$ cat config.mk
export PLATFORM = sky130hd
export DESIGN_NAME = velocity_curve_generator
export DESIGN_NICKNAME = d
export VERILOG_FILES = /design/src/rtl/vcg_pkg.sv /design/src/rtl/vcg_point.sv /design/src/rtl/velocity_curve_generator.sv
export SDC_FILE = /design/constraint.sdc
export NUM_CORES = 1
export LEC_CHECK = 0
export BUFFER_PORTS_ARGS = -buffer_cell sky130_fd_sc_hd__clkbuf_2
export CAP_MARGIN = 20
export CORE_MARGIN = 4
export CORE_UTILIZATION = 40
export DETAILED_ROUTE_END_ITERATION = 8
export GPL_ROUTABILITY_DRIVEN = 1
export PLACE_DENSITY = 0.67
export RECOVER_POWER = 50
export SETUP_SLACK_MARGIN = 0.5
export SYNTH_ARGS = -nofsm -noshare
export SYNTH_HDL_FRONTEND = slang
export SYNTH_SLANG_ARGS = --single-unit
$ cat constraint.sdc
create_clock -name clock -period 19.8 [get_ports clock]
set_input_delay 0 -clock clock [delete_from_list [all_inputs] [get_ports clock]]
set_output_delay 0 -clock clock [all_outputs]
set_load 0.05 [all_outputs]
$ cat src/rtl/vcg_pkg.sv
// Shared types, codes and lookup tables for the velocity curve generator.
`default_nettype none

package vcg_pkg;

   // Points per request and the index of the last one.
   localparam int POINT_COUNT = 17;
   localparam logic [4:0] LAST_POINT = 5'(POINT_COUNT - 1);
   // The subito shape switches from start to end at this point.
   localparam logic [4:0] HALF_POINT = 5'd8;

   // Lowest and highest legal velocity.
   localparam logic signed [9:0] VEL_MIN = 10'sd1;
   localparam logic signed [9:0] VEL_MAX = 10'sd127;

   // Fixed velocities for the forte-piano accent, the forte-piano body and the sforzando.
   localparam logic [6:0] VEL_FP_HIGH = 7'd96;
   localparam logic [6:0] VEL_FP_LOW  = 7'd49;
   localparam logic [6:0] VEL_SFZ     = 7'd127;

   // Curve shape codes.
   typedef enum logic [3:0] {
      SHAPE_CONSTANT   = 4'd0,
      SHAPE_CRESC      = 4'd1,
      SHAPE_DECRESC    = 4'd2,
      SHAPE_SWELL      = 4'd3,
      SHAPE_HAIRPIN    = 4'd4,
      SHAPE_SFZ        = 4'd5,
      SHAPE_FORTEPIANO = 4'd6,
      SHAPE_TERRACED   = 4'd7,
      SHAPE_SUBITO     = 4'd8
   } shape_type;

   // Annotation codes carried by each point.
   typedef enum logic [2:0] {
      NOTE_NONE   = 3'd0,
      NOTE_CRESC  = 3'd1,
      NOTE_DIM    = 3'd2,
      NOTE_SFZ    = 3'd3,
      NOTE_FP     = 3'd4,
      NOTE_SUBITO = 3'd5
   } note_type;

   // One request item.
   typedef struct packed {
      logic [3:0]  curve_shape;
      logic [2:0]  start_level;
      logic [2:0]  end_level;
      logic [23:0] span_ticks;
   } req_type;

   // One curve point item.
   typedef struct packed {
      logic [4:0]  point_number;
      logic [23:0] point_tick;
      logic [6:0]  point_velocity;
      logic [2:0]  point_level;
      logic [2:0]  point_note;
      logic        last_point;
   } rsp_type;

   // Velocity of each dynamic marking, ppp through fff.
   function automatic logic [6:0] level_vel(input logic [2:0] level);
      logic [6:0] v;
      unique case (level)
         3'd0: v = 7'd16;
         3'd1: v = 7'd33;
         3'd2: v = 7'd49;
         3'd3: v = 7'd64;
         3'd4: v = 7'd80;
         3'd5: v = 7'd96;
         3'd6: v = 7'd112;
         default: v = 7'd127;
      endcase
      return v;
   endfunction

   // Half sine over the curve in unsigned Q1.16.
   function automatic logic [16:0] sine_q16(input logic [4:0] idx);
      logic [16:0] s;
      unique case (idx)
         5'd1, 5'd15:  s = 17'd12785;
         5'd2, 5'd14:  s = 17'd25080;
         5'd3, 5'd13:  s = 17'd36410;
         5'd4, 5'd12:  s = 17'd46341;
         5'd5, 5'd11:  s = 17'd54491;
         5'd6, 5'd10:  s = 17'd60547;
         5'd7, 5'd9:   s = 17'd64277;
         5'd8:         s = 17'd65536;
         default:      s = 17'd0;
      endcase
      return s;
   endfunction

   // Marking recovered from a clamped velocity.
   function automatic logic [2:0] vel_to_level(input logic [6:0] v);
      logic [2:0] lv;
      priority if (v < 7'd25)  lv = 3'd0;
      else if (v < 7'd41)      lv = 3'd1;
      else if (v < 7'd57)      lv = 3'd2;
      else if (v < 7'd72)      lv = 3'd3;
      else if (v < 7'd88)      lv = 3'd4;
      else if (v < 7'd104)     lv = 3'd5;
      else if (v < 7'd120)     lv = 3'd6;
      else                     lv = 3'd7;
      return lv;
   endfunction

endpackage

`default_nettype wire

$ cat src/rtl/vcg_point.sv
// Combinational evaluation of one curve point from a held request and a point index.
`default_nettype none

module vcg_point
   import vcg_pkg::*;
(
   input  var req_type    req,
   input  var logic [4:0] idx,
   output rsp_type        point
);

   // Signed k*d divided by 2**sh, truncated toward zero.
   function automatic logic signed [9:0] mul_div(input logic [16:0] k,
                                                 input logic signed [7:0] d,
                                                 input logic [4:0] sh);
      logic signed [25:0] p;
      logic signed [25:0] bias;
      logic signed [25:0] q;
      p    = $signed({1'b0, k}) * d;
      bias = p[25] ? $signed((26'd1 << sh) - 26'd1) : 26'sd0;
      q    = (p + bias) >>> sh;
      return q[9:0];
   endfunction

   logic [6:0]         sv;
   logic [6:0]         ev;
   logic signed [7:0]  d;
   logic signed [9:0]  sv_s;
   logic signed [9:0]  ev_s;
   logic [16:0]        idx_k;
   logic signed [9:0]  vel_raw;
   logic [6:0]         vel;
   note_type           note;
   logic [19:0]        tstep;
   logic [24:0]        tick_full;

   // Marking velocities and their difference.
   assign sv    = level_vel(req.start_level);
   assign ev    = level_vel(req.end_level);
   assign sv_s  = $signed({3'b000, sv});
   assign ev_s  = $signed({3'b000, ev});
   assign d     = $signed({1'b0, ev}) - $signed({1'b0, sv});
   assign idx_k = {12'd0, idx};

   // Shape rule for the raw velocity and the annotation.
   always_comb begin
      vel_raw = sv_s;
      note    = NOTE_NONE;
      unique case (req.curve_shape)
         SHAPE_CRESC: begin
            vel_raw = sv_s + mul_div(idx_k, d, 5'd4);
            if (idx == 5'd0) note = NOTE_CRESC;
         end
         SHAPE_DECRESC: begin
            vel_raw = sv_s - mul_div(idx_k, -d, 5'd4);
            if (idx == 5'd0) note = NOTE_DIM;
         end
         SHAPE_SWELL: begin
            if (idx < HALF_POINT) vel_raw = sv_s + mul_div(idx_k, d, 5'd3);
            else vel_raw = ev_s - mul_div(idx_k - 17'd8, d, 5'd3);
         end
         SHAPE_HAIRPIN: begin
            vel_raw = sv_s + mul_div(sine_q16(idx), d, 5'd16);
         end
         SHAPE_SFZ: begin
            vel_raw = (idx <= 5'd1) ? $signed({3'b000, VEL_SFZ}) : sv_s;
            if (idx == 5'd0) note = NOTE_SFZ;
         end
         SHAPE_FORTEPIANO: begin
            vel_raw = (idx <= 5'd1) ? $signed({3'b000, VEL_FP_HIGH})
                                    : $signed({3'b000, VEL_FP_LOW});
            if (idx == 5'd0) note = NOTE_FP;
         end
         SHAPE_TERRACED: begin
            vel_raw = sv_s + mul_div({14'd0, idx[4:2]}, d, 5'd2);
         end
         SHAPE_SUBITO: begin
            vel_raw = (idx < HALF_POINT) ? sv_s : ev_s;
            if (idx == HALF_POINT) note = NOTE_SUBITO;
         end
         default: begin
            vel_raw = sv_s;
         end
      endcase
   end

   // Clamp into the legal velocity range.
   always_comb begin
      priority if (vel_raw < VEL_MIN) vel = VEL_MIN[6:0];
      else if (vel_raw > VEL_MAX)     vel = VEL_MAX[6:0];
      else                            vel = vel_raw[6:0];
   end

   // Tick position is the index times a sixteenth of the span.
   assign tstep     = req.span_ticks[23:4];
   assign tick_full = {5'd0, tstep} * {20'd0, idx};

   always_comb begin
      point.point_number   = idx;
      point.point_tick     = tick_full[23:0];
      point.point_velocity = vel;
      point.point_level    = vel_to_level(vel);
      point.point_note     = note;
      point.last_point     = (idx == LAST_POINT);
   end

endmodule

`default_nettype wire

$ cat src/rtl/velocity_curve_generator.sv
// Top level: request register, point sequencer and result register.
//
// Usage: a request item on the req_ channel gives a shape, a start and end
// marking and a span in ticks. The block answers with seventeen point items
// on the rsp_ channel, numbered 0 to 16, the last one flagged by last_point.
// Both channels move an item when valid is high and stall is low.
// The first point of a request is formed from the request register and
// shown from the result register. Points then follow one per cycle while
// rsp_stall is low; the point counter steps through them. The next
// request is taken in the same cycle as the last point of the current one
// is formed, so requests run back to back.
// While the receiver stalls, the shown point holds and the counter waits;
// req_stall stays high until the final point of the current request moves
// into the result register.
// Reset (synchronous, active high) drops any request in progress and
// clears the result valid.
`default_nettype none

module velocity_curve_generator
   import vcg_pkg::*;
(
   input  var logic    clock,
   input  var logic    reset,
   input  var logic    req_valid,
   output logic        req_stall,
   input  var req_type req_data,
   output logic        rsp_valid,
   input  var logic    rsp_stall,
   output rsp_type     rsp_data
);

   logic       busy_ff, busy_in;
   logic [4:0] index_ff, index_in;
   req_type    req_ff, req_in;
   logic       rsp_valid_ff, rsp_valid_in;
   rsp_type    rsp_ff, rsp_in;
   rsp_type    point;
   logic       advance;
   logic       at_last;
   logic       req_take;

   // A point is formed when a request is held and the result register frees up.
   assign advance   = busy_ff && (!rsp_valid_ff || !rsp_stall);
   assign at_last   = (index_ff == LAST_POINT);
   assign req_stall = busy_ff && !(advance && at_last);
   assign req_take  = req_valid && !req_stall;

   vcg_point u_point (
      .req   (req_ff),
      .idx   (index_ff),
      .point (point)
   );

   // Next values for the sequencer and both registers.
   always_comb begin
      busy_in  = busy_ff;
      index_in = index_ff;
      req_in   = req_ff;
      priority if (req_take) begin
         busy_in  = 1'b1;
         index_in = 5'd0;
         req_in   = req_data;
      end else if (advance && at_last) begin
         busy_in  = 1'b0;
         index_in = 5'd0;
      end else if (advance) begin
         index_in = index_ff + 5'd1;
      end
   end

   always_comb begin
      rsp_in       = rsp_ff;
      rsp_valid_in = rsp_valid_ff && rsp_stall;
      if (advance) begin
         rsp_in       = point;
         rsp_valid_in = 1'b1;
      end
   end

   // Control registers.
   always_ff @(posedge clock) begin
      if (reset) begin
         busy_ff      <= 1'b0;
         index_ff     <= 5'd0;
         rsp_valid_ff <= 1'b0;
      end else begin
         busy_ff      <= busy_in;
         index_ff     <= index_in;
         rsp_valid_ff <= rsp_valid_in;
      end
   end

   // Payload registers.
   always_ff @(posedge clock) begin
      req_ff <= req_in;
      rsp_ff <= rsp_in;
   end

   assign rsp_valid = rsp_valid_ff;
   assign rsp_data  = rsp_ff;

   // A taken point that is not the last is followed by the next one at once.
   a_next_point: assert property (@(posedge clock) disable iff (reset)
      (rsp_valid && !rsp_stall && !rsp_data.last_point) |=>
      (rsp_valid && rsp_data.point_number == $past(rsp_data.point_number) + 5'd1))
      else $error("point sequence broke");

   // A taken request always starts at point zero.
   a_take_starts: assert property (@(posedge clock) disable iff (reset)
      (req_valid && !req_stall) |=> (busy_ff && index_ff == 5'd0))
      else $error("request did not start at point zero");

   // The last flag marks only the final point.
   a_last_flag: assert property (@(posedge clock) disable iff (reset)
      rsp_valid |-> (rsp_data.last_point == (rsp_data.point_number == LAST_POINT)))
      else $error("last flag on wrong point");

   // The counter rests at zero while no request is held.
   a_idle_index: assert property (@(posedge clock) disable iff (reset)
      !busy_ff |-> (index_ff == 5'd0))
      else $error("counter moved while idle");

endmodule

`default_nettype wire

==> flow_summary_export.csv <==
group,metric,value,unit
outcome,status,"finished with violations",
outcome,violations,"max-capacitance violations, max-slew violations",
detailed_routing,ant_nets,0,
clocking,path_clk_slew,90,ps
synth,syn_area,20700,um2
timing,hold_viol,0,
die,fp.dieH,236,um
final_layout,final_cell_mix,"inv_1 (370), ha_1 (267), fa_1 (265)",
clocking,cts_setup_buffers,0,
synth,synth_fp_nets,2941,
global_routing,overflow,0,
final_layout,fill_cells,5001,
global_routing,antenna_found_initial,0,
detailed_routing,first_pass_iters,6,
timing,tightestPinTransition,3110,ps
synth,yosys_warnings,0,
synth,synth_ff_type,"edfxtp_1",
critical_path,critPathArrivalTime,13710,ps
power,internal_power,1.28,mW
synth,yosysSeqAreaShare,12.9,%
critical_path,cp_slowest_cell,"fa_1",
timing,fin_worst_skew,25.7,ps
synth,synth_edf_count,73,
detailed_routing,drc,0,
clocking,clock-sinks,97,
power,swShare,53.8,%
die,io_pins,83,
clocking,cts_buffer_depth,2,
clocking,htreeDepth,3,
synth,postSynthAreaPerCell,8.75,um2
die,rows,83,
detailed_routing,dr_total_vias,17000,
power,power.density,123,nW/um2
critical_path,startpoint_type,"flip-flop",
timing,worst_slack,6250,ps
critical_path,r2r_cells,49,
global_routing,track_usage,19.6,%
detailed_routing,avgRoutedWirePerCell,17.2,um
placement,pre_cts_slack,6380,ps
die,core_area,51300,um2
placement,dpl.hpwl,43.7,mm
final_layout,multi_input_area,16400,um2
synth,yosys_register_bits,97,
worst_hold_path,hp-class,"primary input to flip-flop",
clocking,clk_latency,400,ps
critical_path,critPathMaxFanout,16,
detailed_routing,routed_via_density,5.42,
timing,drv_slew,198,
final_layout,final_common_cell,"inv_1",
die,initial_core_util,40.4,%
flow_run,maxCapViolCount,5,
timing,finalSetupTns,0,ps
power,clockPowerShare,6.9,%
critical_path,worst_path_largest_cell_delay,590,ps
die,die_w,236,um
power,p_seq_share,8.8,%
critical_path,crit_type,"flip-flop to flip-flop",
timing,fmax,0.0738,GHz
timing,fin_crit_sh,68.4,%
timing,setup_viol,0,
clocking,cts_hold_buf,33,
timing,rsz0062_at_grt,"no",
final_layout,drive_gt1_share,4.07,%
global_routing,grt_pass1_wl,89.7,mm
critical_path,cp.required,19970,ps
clocking,cts_tree,"yes",
synth,ys_async_sr_fraction,0,%
power,power_frac_comb,84.3,%
synth,syn_inst,2371,
die,die_area,55600,um2
clocking,root_buffer,"clkbuf_16",
worst_hold_path,hold_depth,2,
placement,port_buffers,78,
global_routing,grt_pass1_vias,17500,
timing,max_slew_margin,-107,%
critical_path,endpoint_kind,"flip-flop",
power,p_sw,1.49,mW
final_layout,fin_nets,3022,
detailed_routing,wl,54.0,mm
detailed_routing,drtIter0Drc,1026,
global_routing,grt_max_degree,53,
final_layout,diodes,0,
timing,fin_crit,13550,ps
placement,gp_congestion,0.969,
final_layout,area_growth,8.39,%
power,vdd_ir_drop_max,0.224,mV
clocking,cts_resized,0,
clocking,cts_made_buffers,9,
power,leakage,11.3,nW
final_layout,register_area,2670,um2
synth,yosysUniqueCellTypes,87,
kinds of logic (layout without fill, tap and decap cells):
kind of cell	count (synthesis)	in the layout	share of synthesized area, %
adder cells (fa/ha/maj)	533	533	41.7
buffers and inverters	435	521	7.92
flip-flops	97	97	12.9
XOR/XNOR	158	158	6.84
AO/OA/AOI/OAI	378	378	12.3
AND/OR/NAND/NOR	753	753	17.4
multiplexers	17	17	0.826
synth_stat cells, drive strengths merged (14+ instances only):
library cell	instances	area, um2
edfxtp	73	2190
o21bai	14	105
dfxtp	24	480
and2	98	613
mux2i	16	160
nand2	202	758
fa	265	5310
o21ai	55	279
or2	14	87.6
ha	267	3340
a21o	38	285
clkbuf	54	203
a211oi	27	215
nor2	236	886
and3	22	148
xnor2	101	892
a31oi	15	93.8
xor2	55	482
o21a	18	135
nor3	33	170
nand2b	24	150
a21oi	114	574
nor2b	31	194
nand3	32	160
inv	371	1390
worst paths after layout:
| path | startpoint | end | slack (ps) |
|---|---|---|---|
| max | req_ff[27] | rsp_data[5] | 6250 |
| min | req_data[22] | req_ff[22] | 320 |
| max reg2reg | req_ff[27] | rsp_data[5] | 6250 |
| min reg2reg | index_ff[3] | rsp_data[0] | 580 |
layout make-up:
class | count | share of cell area (%)
Multi-Input combinational cell | 1839 | 73.1
Sequential cell | 97 | 11.9
Timing Repair Buffer | 133 | 3.59
Inverter | 372 | 6.21
Clock inverter | 7 | 0.395
Tap cell | 680 | 3.78
Clock buffer | 9 | 1.00
power by group through the flow:
stage,sequential [mW],combinational [mW],clock (mW)
floorplan,0.270,1.72,0
detailed placement,0.249,2.31,0
global route,0.246,2.63,0.203
CTS,0.244,2.33,0.197
global placement,0.248,2.23,0
finish,0.245,2.33,0.191
critical path, delay by kind of cell (launching register included):
family,cells,cell delay [ps]
xor gates and xnor gates,2,260
and+or+nand+nor,14,3600
buffers and inverters,7,1410
DFF,1,440
AOI/OAI and AO/OA,16,3350
adders and majority gates,10,4210
through the flow:
stage | cell area, um2 | hold WS [ps] | cells | util, % | power (mW)
finish | 22500 | 319 | 3137 | 43.8 | 2.77
detailed placement | 21900 | 179 | 3088 | 42.7 | 2.56
CTS | 22600 | 300 | 3137 | 44.0 | 2.77
floorplan | 20700 | 72.4 | 2371 | - | 1.99
global placement | 21900 | 178 | 3088 | 42.7 | 2.48
global route | 22500 | 327 | 3137 | 43.8 | 3.08
per-layer routing:
layer	GRT usage (%)	vias to the layer above	share of wire (%)
li1	-	8029	-
met1	25.9	8380	44
met2	34.1	508	48
met3	1.41	94	4.6
met4	6.71	0	3.4
met5	0	-	0
(Power assumes the default switching activity.)
